## config.mk

```make
export PLATFORM = sky130hd
export DESIGN_NAME = fixed_block_free_list_allocator_core_flat
export DESIGN_NICKNAME = d
export VERILOG_FILES = /design/src/rtl/fbfla_pkg.sv /design/src/rtl/fbfla_chan_if.sv /design/src/rtl/fixed_block_free_list_allocator_core.sv /design/src/rtl/fbfla_ram.sv /design/src/rtl/fbfla_ctrl.sv /design/src/rtl/fbfla_dp.sv /design/src/flat_wrapper.sv
export SDC_FILE = /design/constraint.sdc
export NUM_CORES = 1
export LEC_CHECK = 0
export BUFFER_PORTS_ARGS = -buffer_cell sky130_fd_sc_hd__buf_2
export CORE_ASPECT_RATIO = 0.7
export CORE_MARGIN = 2
export CORE_UTILIZATION = 45
export CTS_CLUSTER_SIZE = 24
export DETAILED_ROUTE_END_ITERATION = 10
export GPL_TIMING_DRIVEN = 1
export RECOVER_POWER = 100
export SYNTH_ARGS = -nofsm -noshare
export SYNTH_HDL_FRONTEND = slang
export SYNTH_SLANG_ARGS = --single-unit
```

## constraint.sdc

```tcl
create_clock -name clk -period 3.9 [get_ports clk]
set_input_delay 0.39 -clock clk [delete_from_list [all_inputs] [get_ports clk]]
set_output_delay 0.39 -clock clk [all_outputs]
set_load 0.02 [all_outputs]
```

## src/rtl/fbfla_pkg.sv

```systemverilog
`timescale 1ns / 1ps
// ----------------------------------------------------------------------------
// fbfla_pkg
// Types, codes and defaults shared by the block free-list allocator.
// ----------------------------------------------------------------------------
package fbfla_pkg;

  localparam int POOL_DEPTH_DEF     = 256;
  localparam int OVERFLOW_WIDTH_DEF = 16;

  localparam int IDX_W       = 8;
  localparam int CAP_W       = 9;
  localparam int STATUS_W    = 3;
  localparam int OVF_OUT_W   = 16;
  localparam int CFG_INDEX_W = 1;
  localparam int CFG_DATA_W  = 9;

  localparam logic CMD_ALLOC = 1'b0;
  localparam logic CMD_FREE  = 1'b1;

  localparam logic [STATUS_W-1:0] ST_OK        = 3'd0;
  localparam logic [STATUS_W-1:0] ST_EMPTY     = 3'd1;
  localparam logic [STATUS_W-1:0] ST_BAD_INDEX = 3'd2;
  localparam logic [STATUS_W-1:0] ST_NOT_TAKEN = 3'd3;
  localparam logic [STATUS_W-1:0] ST_UNDERFLOW = 3'd4;

  localparam logic [CFG_INDEX_W-1:0] CFG_POOL_CAPACITY   = 1'b0;
  localparam logic [CFG_INDEX_W-1:0] CFG_FALLBACK_ENABLE = 1'b1;

  localparam logic [CAP_W-1:0] CAPACITY_RST = 9'd256;

  typedef struct packed {
    logic             cmd;
    logic [IDX_W-1:0] handle_index;
    logic             handle_overflow;
  } req_t;

  typedef struct packed {
    logic [STATUS_W-1:0]  status;
    logic [IDX_W-1:0]     granted_index;
    logic                 granted_overflow;
    logic [CAP_W-1:0]     used_count;
    logic [OVF_OUT_W-1:0] overflow_count;
  } rsp_t;

  typedef struct packed {
    logic load;
    logic rd_en;
    logic commit;
  } ctl_cmd_t;

endpackage

```

## src/rtl/fbfla_chan_if.sv

```systemverilog
`timescale 1ns / 1ps
// ----------------------------------------------------------------------------
// fbfla_chan_if
// Valid/ready channel carrying one payload of type T per transfer.
// ----------------------------------------------------------------------------
interface fbfla_chan_if #(
  parameter type T = logic
);
  logic valid;
  logic ready;
  T     data;

  modport source (output valid, output data, input ready);
  modport sink   (input valid, input data, output ready);
endinterface

```

## src/rtl/fixed_block_free_list_allocator_core.sv

```systemverilog
`timescale 1ns / 1ps
// ----------------------------------------------------------------------------
// fixed_block_free_list_allocator_core
// Fixed-size block allocator: LIFO free list, then bump pointer, then
// counted overflow blocks.
// ----------------------------------------------------------------------------
//   channel  | dir | handshake        | payload
//   in_ch    | in  | valid/ready      | cmd, handle_index, handle_overflow
//   out_ch   | out | valid/ready      | status, granted_index, granted_overflow,
//            |     |                  | used_count, overflow_count
//   cfg_*    | in  | write enable     | cfg_index, cfg_wdata
//
// Each item is accepted, which issues the link RAM read of the head's
// successor and the taken-flag RAM read, and is then committed in the exec
// state into the output register.
// A new item is taken while a result waits; commit stalls on a full output.
// Reset and a pool_capacity write clear all pool state; taken
// flags at or above the bump pointer count as free.
// ----------------------------------------------------------------------------
module fixed_block_free_list_allocator_core #(
  parameter int POOL_DEPTH     = fbfla_pkg::POOL_DEPTH_DEF,
  parameter int OVERFLOW_WIDTH = fbfla_pkg::OVERFLOW_WIDTH_DEF
) (
  input  logic                              clk,
  input  logic                              rst_n,
  fbfla_chan_if.sink                        in_ch,
  fbfla_chan_if.source                      out_ch,
  input  logic                              cfg_we,
  input  logic [fbfla_pkg::CFG_INDEX_W-1:0] cfg_index,
  input  logic [fbfla_pkg::CFG_DATA_W-1:0]  cfg_wdata
);

  fbfla_pkg::ctl_cmd_t cmd;

  fbfla_ctrl u_ctrl (
    .clk       (clk),
    .rst_n     (rst_n),
    .in_valid  (in_ch.valid),
    .in_ready  (in_ch.ready),
    .out_valid (out_ch.valid),
    .out_ready (out_ch.ready),
    .cmd       (cmd)
  );

  fbfla_dp #(
    .POOL_DEPTH     (POOL_DEPTH),
    .OVERFLOW_WIDTH (OVERFLOW_WIDTH)
  ) u_dp (
    .clk       (clk),
    .rst_n     (rst_n),
    .cfg_we    (cfg_we),
    .cfg_index (cfg_index),
    .cfg_wdata (cfg_wdata),
    .cmd       (cmd),
    .req       (in_ch.data),
    .rsp       (out_ch.data)
  );

endmodule

```

## src/rtl/fbfla_ram.sv

```systemverilog
`timescale 1ns / 1ps
// ----------------------------------------------------------------------------
// fbfla_ram
// Generic RAM, one write port, one read port, registered read data.
// ----------------------------------------------------------------------------
module fbfla_ram #(
  parameter int WIDTH = 8,
  parameter int DEPTH = 256
) (
  input  logic                     clk,
  input  logic                     we,
  input  logic [$clog2(DEPTH)-1:0] waddr,
  input  logic [WIDTH-1:0]         wdata,
  input  logic                     re,
  input  logic [$clog2(DEPTH)-1:0] raddr,
  output logic [WIDTH-1:0]         rdata
);

  logic [WIDTH-1:0] mem [DEPTH];
  logic [WIDTH-1:0] rdata_r;

  always_ff @(posedge clk) begin
    if (we) begin
      mem[waddr] <= wdata;
    end
    if (re) begin
      rdata_r <= mem[raddr];
    end
  end

  assign rdata = rdata_r;

endmodule

```

## src/rtl/fbfla_ctrl.sv

```systemverilog
`timescale 1ns / 1ps
// ----------------------------------------------------------------------------
// fbfla_ctrl
// Sequencer: accept, link read, commit into the output register.
// ----------------------------------------------------------------------------
module fbfla_ctrl (
  input  logic                clk,
  input  logic                rst_n,
  input  logic                in_valid,
  output logic                in_ready,
  output logic                out_valid,
  input  logic                out_ready,
  output fbfla_pkg::ctl_cmd_t cmd
);

  localparam logic S_IDLE = 1'b0;
  localparam logic S_EXEC = 1'b1;

  logic state_r, state_nxt;
  logic out_valid_r, out_valid_nxt;
  logic accept;
  logic commit;

  assign in_ready = (state_r == S_IDLE);
  assign accept   = in_valid && in_ready;
  assign commit   = (state_r == S_EXEC) && (!out_valid_r || out_ready);

  always_comb begin
    state_nxt = state_r;
    unique case (state_r)
      S_IDLE: begin
        if (accept) begin
          state_nxt = S_EXEC;
        end
      end
      S_EXEC: begin
        if (commit) begin
          state_nxt = S_IDLE;
        end
      end
    endcase
  end

  always_comb begin
    out_valid_nxt = out_valid_r;
    if (commit) begin
      out_valid_nxt = 1'b1;
    end else if (out_ready) begin
      out_valid_nxt = 1'b0;
    end
  end

  always_ff @(posedge clk) begin
    if (!rst_n) begin
      state_r     <= S_IDLE;
      out_valid_r <= 1'b0;
    end else begin
      state_r     <= state_nxt;
      out_valid_r <= out_valid_nxt;
    end
  end

  assign out_valid  = out_valid_r;
  assign cmd.load   = accept;
  assign cmd.rd_en  = accept;
  assign cmd.commit = commit;

  a_commit_only_exec: assert property (@(posedge clk) disable iff (!rst_n)
    commit |=> (state_r == S_IDLE) && out_valid_r)
    else $error("commit did not present a result");

  a_no_accept_busy: assert property (@(posedge clk) disable iff (!rst_n)
    (state_r == S_EXEC) |-> !accept)
    else $error("accepted while busy");

  a_exec_after_accept: assert property (@(posedge clk) disable iff (!rst_n)
    accept |=> (state_r == S_EXEC))
    else $error("accept did not start execution");

endmodule

```

## src/rtl/fbfla_dp.sv

```systemverilog
`timescale 1ns / 1ps
// ----------------------------------------------------------------------------
// fbfla_dp
// Allocator datapath: config, free-list head, bump pointer, counters,
// taken-flag RAM, link RAM and output register.
// ----------------------------------------------------------------------------
module fbfla_dp #(
  parameter int POOL_DEPTH     = fbfla_pkg::POOL_DEPTH_DEF,
  parameter int OVERFLOW_WIDTH = fbfla_pkg::OVERFLOW_WIDTH_DEF
) (
  input  logic                                clk,
  input  logic                                rst_n,
  input  logic                                cfg_we,
  input  logic [fbfla_pkg::CFG_INDEX_W-1:0]   cfg_index,
  input  logic [fbfla_pkg::CFG_DATA_W-1:0]    cfg_wdata,
  input  fbfla_pkg::ctl_cmd_t                 cmd,
  input  fbfla_pkg::req_t                     req,
  output fbfla_pkg::rsp_t                     rsp
);

  localparam int DEPTH = (POOL_DEPTH < 256) ? POOL_DEPTH : 256;
  localparam int AW    = $clog2(DEPTH);
  localparam logic [fbfla_pkg::CAP_W-1:0] DEPTH_C = fbfla_pkg::CAP_W'(DEPTH);

  logic [fbfla_pkg::CAP_W-1:0] cap_r;
  logic                        fb_r;
  logic [AW-1:0]               head_r, head_nxt;
  logic                        flv_r, flv_nxt;
  logic [fbfla_pkg::CAP_W-1:0] bump_r, bump_nxt;
  logic [fbfla_pkg::CAP_W-1:0] tt_r, tt_nxt;
  logic [OVERFLOW_WIDTH-1:0]   ovf_r, ovf_nxt;
  fbfla_pkg::req_t             req_r;
  fbfla_pkg::rsp_t             rsp_r, rsp_nxt;

  logic [fbfla_pkg::CAP_W-1:0] cap_eff;
  logic                        clear;
  logic                        tk_we;
  logic [AW-1:0]               tk_idx;
  logic                        tk_val;
  logic [AW-1:0]               tk_raddr;
  logic                        tk_rdata;
  logic                        req_taken;
  logic                        lk_we;
  logic [AW-1:0]               lk_wdata;
  logic [AW-1:0]               lk_rdata;
  logic [AW-1:0]               req_idx;

  assign clear    = cfg_we && (cfg_index == fbfla_pkg::CFG_POOL_CAPACITY);
  assign cap_eff  = (cap_r > DEPTH_C) ? DEPTH_C : cap_r;
  assign req_idx  = req_r.handle_index[AW-1:0];
  assign tk_raddr = req.handle_index[AW-1:0];
  // entries at or above the bump pointer have not been handed out since the last clear
  assign req_taken = tk_rdata && (fbfla_pkg::CAP_W'(req_idx) < bump_r);

  fbfla_ram #(
    .WIDTH (AW),
    .DEPTH (DEPTH)
  ) u_link_ram (
    .clk   (clk),
    .we    (lk_we),
    .waddr (req_idx),
    .wdata (lk_wdata),
    .re    (cmd.rd_en),
    .raddr (head_r),
    .rdata (lk_rdata)
  );

  fbfla_ram #(
    .WIDTH (1),
    .DEPTH (DEPTH)
  ) u_taken_ram (
    .clk   (clk),
    .we    (tk_we),
    .waddr (tk_idx),
    .wdata (tk_val),
    .re    (cmd.rd_en),
    .raddr (tk_raddr),
    .rdata (tk_rdata)
  );

  always_comb begin
    head_nxt = head_r;
    flv_nxt  = flv_r;
    bump_nxt = bump_r;
    tt_nxt   = tt_r;
    ovf_nxt  = ovf_r;
    tk_we    = 1'b0;
    tk_idx   = req_idx;
    tk_val   = 1'b0;
    lk_we    = 1'b0;
    lk_wdata = flv_r ? head_r : '0;
    rsp_nxt  = '0;
    rsp_nxt.status = fbfla_pkg::ST_OK;
    if (cmd.commit) begin
      if (req_r.cmd == fbfla_pkg::CMD_ALLOC) begin
        if (flv_r && (fbfla_pkg::CAP_W'(head_r) < cap_eff)) begin
          rsp_nxt.granted_index = fbfla_pkg::IDX_W'(head_r);
          tk_we    = 1'b1;
          tk_idx   = head_r;
          tk_val   = 1'b1;
          tt_nxt   = tt_r + 1'b1;
          head_nxt = lk_rdata;
          flv_nxt  = (bump_r > tt_nxt);
        end else if (bump_r < cap_eff) begin
          rsp_nxt.granted_index = bump_r[fbfla_pkg::IDX_W-1:0];
          tk_we    = 1'b1;
          tk_idx   = bump_r[AW-1:0];
          tk_val   = 1'b1;
          tt_nxt   = tt_r + 1'b1;
          bump_nxt = bump_r + 1'b1;
        end else if (fb_r && (ovf_r != '1)) begin
          ovf_nxt = ovf_r + 1'b1;
          rsp_nxt.granted_overflow = 1'b1;
        end else begin
          rsp_nxt.status = fbfla_pkg::ST_EMPTY;
        end
      end else if (req_r.handle_overflow) begin
        if (ovf_r == '0) begin
          rsp_nxt.status = fbfla_pkg::ST_UNDERFLOW;
        end else begin
          ovf_nxt = ovf_r - 1'b1;
        end
      end else if (fbfla_pkg::CAP_W'(req_r.handle_index) >= cap_eff) begin
        rsp_nxt.status = fbfla_pkg::ST_BAD_INDEX;
      end else if (!req_taken) begin
        rsp_nxt.status = fbfla_pkg::ST_NOT_TAKEN;
      end else begin
        tk_we    = 1'b1;
        lk_we    = 1'b1;
        head_nxt = req_idx;
        flv_nxt  = 1'b1;
        tt_nxt   = tt_r - 1'b1;
      end
    end
    rsp_nxt.used_count     = tt_nxt;
    rsp_nxt.overflow_count = fbfla_pkg::OVF_OUT_W'(ovf_nxt);
  end

  always_ff @(posedge clk) begin
    if (!rst_n) begin
      cap_r   <= fbfla_pkg::CAPACITY_RST;
      fb_r    <= 1'b0;
      head_r  <= '0;
      flv_r   <= 1'b0;
      bump_r  <= '0;
      tt_r    <= '0;
      ovf_r   <= '0;
    end else begin
      if (cfg_we) begin
        unique case (cfg_index)
          fbfla_pkg::CFG_POOL_CAPACITY:   cap_r <= cfg_wdata;
          fbfla_pkg::CFG_FALLBACK_ENABLE: fb_r  <= cfg_wdata[0];
        endcase
      end
      if (clear) begin
        head_r  <= '0;
        flv_r   <= 1'b0;
        bump_r  <= '0;
        tt_r    <= '0;
        ovf_r   <= '0;
      end else begin
        head_r <= head_nxt;
        flv_r  <= flv_nxt;
        bump_r <= bump_nxt;
        tt_r   <= tt_nxt;
        ovf_r  <= ovf_nxt;
      end
    end
  end

  always_ff @(posedge clk) begin
    if (cmd.load) begin
      req_r <= req;
    end
    if (cmd.commit) begin
      rsp_r <= rsp_nxt;
    end
  end

  assign rsp = rsp_r;

  // free list length is bump_r - tt_r
  a_list_valid: assert property (@(posedge clk) disable iff (!rst_n)
    flv_r == (bump_r != tt_r))
    else $error("free list valid flag out of step with counters");

  a_taken_le_bump: assert property (@(posedge clk) disable iff (!rst_n)
    tt_r <= bump_r)
    else $error("taken count above bump pointer");

  a_bump_le_cap: assert property (@(posedge clk) disable iff (!rst_n)
    bump_r <= cap_eff)
    else $error("bump pointer above capacity");

endmodule
```

## src/flat_wrapper.sv

```systemverilog
// flat-port wrapper written by rule: the top's interface ports become plain ports
module fixed_block_free_list_allocator_core_flat 
#(
  parameter int POOL_DEPTH     = fbfla_pkg::POOL_DEPTH_DEF,
  parameter int OVERFLOW_WIDTH = fbfla_pkg::OVERFLOW_WIDTH_DEF
)
  (clk, rst_n, cfg_we, cfg_index, cfg_wdata, in_ch_valid, in_ch_data, in_ch_ready, out_ch_valid, out_ch_data, out_ch_ready);
  fbfla_chan_if in_ch_i ();
  fbfla_chan_if out_ch_i ();
  input  logic clk;
  input  logic rst_n;
  input  logic cfg_we;
  input  logic [fbfla_pkg::CFG_INDEX_W-1:0] cfg_index;
  input  logic [fbfla_pkg::CFG_DATA_W-1:0] cfg_wdata;
  input wire logic [$bits(in_ch_i.valid)-1:0] in_ch_valid;
  input wire logic [$bits(in_ch_i.data)-1:0] in_ch_data;
  output wire logic [$bits(in_ch_i.ready)-1:0] in_ch_ready;
  output wire logic [$bits(out_ch_i.valid)-1:0] out_ch_valid;
  output wire logic [$bits(out_ch_i.data)-1:0] out_ch_data;
  input wire logic [$bits(out_ch_i.ready)-1:0] out_ch_ready;
  assign in_ch_i.valid = in_ch_valid;
  assign in_ch_i.data = in_ch_data;
  assign in_ch_ready = in_ch_i.ready;
  assign out_ch_valid = out_ch_i.valid;
  assign out_ch_data = out_ch_i.data;
  assign out_ch_i.ready = out_ch_ready;
  fixed_block_free_list_allocator_core #(.POOL_DEPTH(POOL_DEPTH), .OVERFLOW_WIDTH(OVERFLOW_WIDTH)) u_core (.clk(clk), .rst_n(rst_n), .in_ch(in_ch_i), .out_ch(out_ch_i), .cfg_we(cfg_we), .cfg_index(cfg_index), .cfg_wdata(cfg_wdata));
endmodule
```

Word-level counts from Yosys, hierarchy flattened
Index checks and enable logic that the tools add are counted.

word-level totals
  memory bits (read-only) = 0
  output and inout bits = 3
  bits in latches = 0
  word-level logic and storage cells = 52
  input port bits = 16
  memory bits (writable) = 0
  bits in registers = 64
  memories = 0

operators by class
  eq/ne operators = 1
  divide/modulo/power cells = 0
  shift operators = 0
  reduce and logical (&&, ||, !) cells = 15
  $lt $le $gt $ge = 4
  $mul = 0
  bitwise logic cells = 4
  mux-type cells = 14
  add/subtract/negate cells = 3

operator list
  kind                                           count
  two-way mux 16 bit                             4
  two-way mux 9 bit                              3
  adder 9 x 1 -> 9 bit, second input constant    2
  adder 16 x 1 -> 16 bit, second input constant  1
  != test 16 bit, second input constant          1
  > comparator 9 bit                             1
  > comparator 9 bit, second input constant      1
  less-than comparator 8 x 9 -> 1 bit            1
  less-than comparator 9 bit                     1
  two-way mux 8 bit                              1
  AND reduction 2 bit                            4
  logical AND 1 bit                              5
  two-way mux 1 bit                              5
  NOT 1 bit                                      4
  nonzero test 2 bit                             2
  AND reduction 3 bit                            1
  case mux 1 bit (2 select lines)                1
  OR reduction 2 bit                             1
  logical NOT 1 bit                              1
  logical OR 1 bit                               1

Longest topological paths before layout
  depth after elaboration = 6
  mapped depth = 10
  mapped depth without buffers = 10

Modules after synthesis
Synthesis repeated with hierarchy kept, for this count alone.

second synthesis, totals
  cells, all modules = 5193
  area total of the unflattened synthesis = 97003.0 um2

modules (own cells, without submodules)
  module                                area an instance (um2)  cells an instance  times used  sequential area each (um2)
  fbfla_ram at u_core.u_dp.u_link_ram   79636.4                 3733               1           61739.2
  fbfla_ram at u_core.u_dp.u_taken_ram  11138.2                 788                1           7717.4
  fbfla_dp                              6099.6                  659                1           2472.4
  fbfla_ctrl                            125.1                   12                 1           40.0
  fixed_block_free_list_allocator_core  3.8                     1                  1           0.0

Least setup slack after synthesis
Ideal clock, no wire load.

  path type = reg2reg
  start point = reg u_core.u_dp.cap_r[8] (netlist name)
  end point = reg u_core.u_dp.bump_r[4] (netlist name)
  period minus slack after synthesis = 2335 ps
  data arrival time = 2219 ps
  path slack = 1565 ps
  buffers on the path = 2
  required time = 3784 ps
  setup time = 116 ps
  stages on the path, launching flop included = 11
  cell sequence = dfxtp_1 -> clkinv_1 -> nand2_1 -> ha_1 -> a211oi_1 -> o22ai_1 -> o21ai_1 -> buf_2 -> buf_2 -> a21oi_1 -> a31o_2

on the way
  word-level cells in the longest chain between the ends = 6
  elaborated cells between the ends (all ways) = 7
  those cells by class = order compare: 3; mux: 1; bitwise: 1; reduce/logical: 2

RTL lines
  what                                      RTL line         RTL
  start, declared                           fbfla_dp.sv:25   logic [fbfla_pkg::CAP_W-1:0] cap_r;
  start signal, assigned                    fbfla_dp.sv:141  cap_r <= fbfla_pkg::CAPACITY_RST;
  start signal, assigned                    fbfla_dp.sv:151  fbfla_pkg::CFG_POOL_CAPACITY: cap_r <= cfg_wdata;
  > comparator 9 bit                        fbfla_dp.sv:49   assign cap_eff = (cap_r > DEPTH_C) ? DEPTH_C : cap_r;
  two-way mux 9 bit (*)                     fbfla_dp.sv:49
  less-than comparator 8 x 9 -> 1 bit       fbfla_dp.sv:96   if (flv_r && (fbfla_pkg::CAP_W'(head_r) < cap_eff)) begin
  logical AND 1 bit                         fbfla_dp.sv:96
  NOT 1 bit (no source line)                -
  AND reduction 3 bit (no source line) (*)  -
  end signal, assigned                      fbfla_dp.sv:164  bump_r <= bump_nxt;
  end, declared                             fbfla_dp.sv:29   logic [fbfla_pkg::CAP_W-1:0] bump_r, bump_nxt;

Mark *: on every way between the ends. The rest lies on a longest branch, timed or not.
A chain may end at the register's enable or synchronous reset.

Final worst setup path
  start point = reg u_core.u_dp.cap_r[8] (netlist name)
  end point = reg u_core.u_dp.tt_r[4] (netlist name)

on the way
  word-level cells in the longest chain between the ends = 6
  elaborated cells between the ends (all ways) = 8
  those cells by class = order compare: 3; mux: 2; reduce/logical: 3

RTL lines
  what                                  RTL line         RTL
  > comparator 9 bit                    fbfla_dp.sv:49
  two-way mux 9 bit (*)                 fbfla_dp.sv:49
  less-than comparator 8 x 9 -> 1 bit   fbfla_dp.sv:96
  logical AND 1 bit                     fbfla_dp.sv:96
  nonzero test 2 bit (no source line)   -
  AND reduction 2 bit (no source line)  -
  end signal, assigned                  fbfla_dp.sv:165  tt_r <= tt_nxt;
  end, declared                         fbfla_dp.sv:30   logic [fbfla_pkg::CAP_W-1:0] tt_r, tt_nxt;

Marked as above.

==> results.md <==
- Critical path buffer and inverter count: 1
- Peak VDD IR: 0.230 mV
- Layout cell share with drive strength beyond 1: 8.36%
- Area grow syn2layout: 8.39%
- Crit path top cell by count: o21ai_0
- Via count: 2579
- # Max-Cap Violations: 0
- Tot GR Track Use: 20.5%
- Measured slew at the worst slew-check pin: 1240 ps
- Initial antenna violation count: 0
- Avg Vias per Cell: 5.90
- Boundary Pins: 19
- Clk buf depth: 2
- Remaining DRCs: 0
- Setup CP Type: reg -> reg
- Clock sinks: 48
- P_leak: 0.00106 uW
- Outcome: finished, final reports clean
- DRT Wirelength: 6.64 mm
- Gpl congestion: 0.860
- Mapped Nets: 383
- Drt wl/cell: 15.2 um
- Clock H-tree levels: 2
- Worst hold path endpoint: u_core.u_dp.cap_r[8]$_SDFFE_PN1P_
- Critical Path Stages: 8
- Rel. slew slack: 16.8%
- Final Max Tran Viols: 0
- Fraction of registers with async set/reset: 0%
- Sequential area share after synthesis: 33.8%
- PD cells: 318 mW/mm^2
- Vias in the first global route: 2358
- CORE AREA: 0.00622 sq mm
- Critical path peak fanout: 10
- Net count, final: 394
- Syn avg cell area: 8.29 sq um
- PortBufs: 17
- Critical path's top delay family: compound AO/OA/AOI/OAI gates
- Tcrit/Tclk final: 74.3%
- Clk_lat worst skew: 310 ps
- Cts repair resizes: 0
- CTS Buf Count: 5
- Worst min path class: in -> reg
- Hold-fix buffers, CTS: 0
- Hold_sp: cfg_wdata[8]
- CP max stage cell: a211oi_1
- TritonCTS clock tree: done
- Cell count after synthesis: 347
- Synth warn: 0
- Post-synth EDFFs: 1
- Worst path cell trace: clkinv_1, nand2_1, ha_1, o21ai_0, o22a_1, a211oi_1, o21ai_0, a21oi_1
- Die Ht: 70.9 um
- Overall Power: 990 uW
- RSZ-0062 raised after global routing: no
- WP data arrival: 3130 ps
- Global-route wire length before repair: 11.6 mm
- Min cycle time layout: 2900 ps
- Pin count of the biggest net entering global routing: 34
- Hold Path Depth: 3
- Root Driver: clkbuf_8
- Hpwl dp: 4.84 mm
- Endpoints failing setup: 0
- Post-CTS Setup Bufs: 0
- Initial Util: 46.3%
- Worst r2r path cells: 8
- Drt pass-1 iters: 4
- Hold Violations, Final: 0
- FF-to-FF End: u_core.u_dp.tt_r[4]$_SDFFE_PP0P_
- Post-synth cell types: 54
- Clk slew on worst S/H paths: 90 ps
- Startpoint types: register
- Die ar.: 0.00706 sq mm
- Max stage delay on crit path: 1020 ps
- Synth Flop Type: dfxtp_1
- Antenna Violating Nets Remaining: 0
- Global route overflow: 0
- Final Skew: 12.4 ps
- FF-to-FF setup slack: 1000 ps
- Drt first-iter violations: 130
- Max Freq: 345 MHz
- Seq cells post-synth: 48
- Die extent in x: 99.6 um
- Antenna diodes: 0
- Req. time, crit path: 4130 ps
- Reg2Reg Launch Point: u_core.u_dp.cap_r[8]$_SDFFE_PN1P_
- FP Rows: 24
- CP endpoint kind: register
- Synth Cell Area: 0.00288 sq mm
- Setup tns final: 0 ps
[state kept, by name, summed over array words and instances (netlist names)]
name / count
u_core.u_ctrl.state_r: 1
u_core.u_ctrl.out_valid: 1
u_core.u_dp.tt_r: 9
u_core.u_dp.rsp: 1
u_core.u_dp.cap_r: 9
u_core.u_dp.flv_r: 1
u_core.u_dp.ovf_r: 16
u_core.u_dp.fb_r: 1
u_core.u_dp.bump_r: 9
[worst max path at each step]
stage	start	to	slack, ps
2_1_floorplan	u_core.u_dp.cap_r[8]$_SDFFE_PN1P_	u_core.u_dp.bump_r[4]$_SDFFE_PP0P_	1560
6_report	u_core.u_dp.cap_r[8]$_SDFFE_PN1P_	u_core.u_dp.tt_r[4]$_SDFFE_PP0P_	1000
4_1_cts	u_core.u_dp.cap_r[8]$_SDFFE_PN1P_	u_core.u_dp.tt_r[8]$_SDFFE_PP0P_	1160
3_5_place_dp	u_core.u_dp.cap_r[8]$_SDFFE_PN1P_	u_core.u_dp.tt_r[8]$_SDFFE_PP0P_	1180
5_1_grt	u_core.u_dp.cap_r[8]$_SDFFE_PN1P_	u_core.u_dp.tt_r[3]$_SDFFE_PP0P_	660
3_3_place_gp	u_core.u_dp.cap_r[8]$_SDFFE_PN1P_	u_core.u_dp.tt_r[8]$_SDFFE_PP0P_	1250
[worst min-delay path: stages]
cell and delay, ps:
buf_2 70, nand2_1 40, o211ai_1 70
[cell families (layout without fill, tap and decap cells)]
| family | Yosys count | count (layout) | share of synthesized area, % |
|---|---|---|---|
| and+or+nand+nor | 143 | 143 | 27.1 |
| AOI/OAI and AO/OA | 100 | 100 | 23.3 |
| DFF | 48 | 48 | 33.8 |
| buffers and inverters | 26 | 38 | 3.91 |
| adders and majority gates | 20 | 20 | 8.70 |
| xor gates and xnor gates | 7 | 7 | 2.13 |
| muxes | 3 | 3 | 1.04 |
[final cells by class]
| cell class | instances | area, sq um |
|---|---|---|
| Clock buffer | 6 | 82.6 |
| Clock inverter | 2 | 38.8 |
| Fill cell | 608 | 3100 |
| Inverter | 11 | 41.3 |
| Multi-Input combinational cell | 273 | 1790 |
| Sequential cell | 48 | 971 |
| Tap cell | 78 | 97.6 |
| Timing Repair Buffer | 19 | 95.1 |
[cells in the mapped netlist (2+ instances only)]
cell type,instances,area [sq um]
a211oi_1,2,15.0
a21boi_0,11,82.6
a21o_1,2,15.0
a21oi_1,29,145
a31o_2,2,17.5
a31oi_1,5,31.3
a41o_1,2,20.0
and3_1,6,37.5
and4_1,2,17.5
buf_2,3,15.0
clkbuf_1,9,33.8
dfxtp_1,47,941
ha_1,20,250
inv_1,10,37.5
mux2i_1,3,30.0
nand2_1,44,165
nand2b_1,4,25.0
nand3_1,24,120
nand4_1,9,56.3
nor2_1,14,52.6
nor2b_1,3,18.8
nor3_1,5,25.0
nor3b_1,2,15.0
o211ai_1,2,15.0
o21a_1,2,15.0
o21ai_0,12,60.1
o21bai_1,2,15.0
o31ai_1,18,135
or3_1,6,37.5
or4_1,18,135
xnor2_1,3,26.3
xor2_1,4,35.0
[metrics by stage]
stage	setup WS, ps	instance area [sq um]	utilization (%)	std cells	hold slack (ps)
floorplan	1560	2880	-	347	452
global placement	1250	3010	48.4	429	468
detailed placement	1180	3010	48.4	429	474
CTS	1160	3130	50.3	437	307
global route	657	3120	50.2	437	328
finish	1000	3120	50.2	437	319
[where the power goes]
group / leakage, uW / internal [uW] / total [uW] / switching, uW
combinational: 0.000611 / 28.4 / 95.5 / 67.1
sequential: 0.000391 / 500 / 509 / 8.79
clock: 0.0000614 / 210 / 386 / 176
[layout by cell type (no fill, tap or decap), types with 2 or more instances in the layout]
cell       n
o21ai_0   12
a31oi_1    5
buf_2     13
nand2_1   44
o211ai_1   2
ha_1      20
a21boi_0  11
and3_1     6
nor2_1    14
nor3b_1    2
o21a_1     2
and4_1     2
nand4_1    9
a21oi_1   29
a31o_2     2
xor2_1     4
a41o_1     2
or3_1      6
xnor2_1    3
buf_4      2
or4_1     18
dfxtp_1   47
clkbuf_8   6
nor2b_1    3
a211oi_1   3
nand2b_1   4
o21bai_1   2
a21o_1     2
inv_1     10
mux2i_1    3
o31ai_1   18
nand3_1   24
clkbuf_1   4
nor3_1     5
[routing by layer]
| layer | vias up | global-route usage (%) | wire (um) | part of all wire, % |
|---|---|---|---|---|
| met1 | 1181 | 32.2 | 3660 | 55 |
| met3 | 5 | 4.55 | 299 | 4.5 |
| met5 | - | 0 | 0 | 0 |
| met2 | 55 | 28.5 | 2630 | 40 |
| li1 | 1338 | - | - | - |
| met4 | 0 | 4.11 | 50 | 0.75 |
Power figures use the tool's default switching activity.
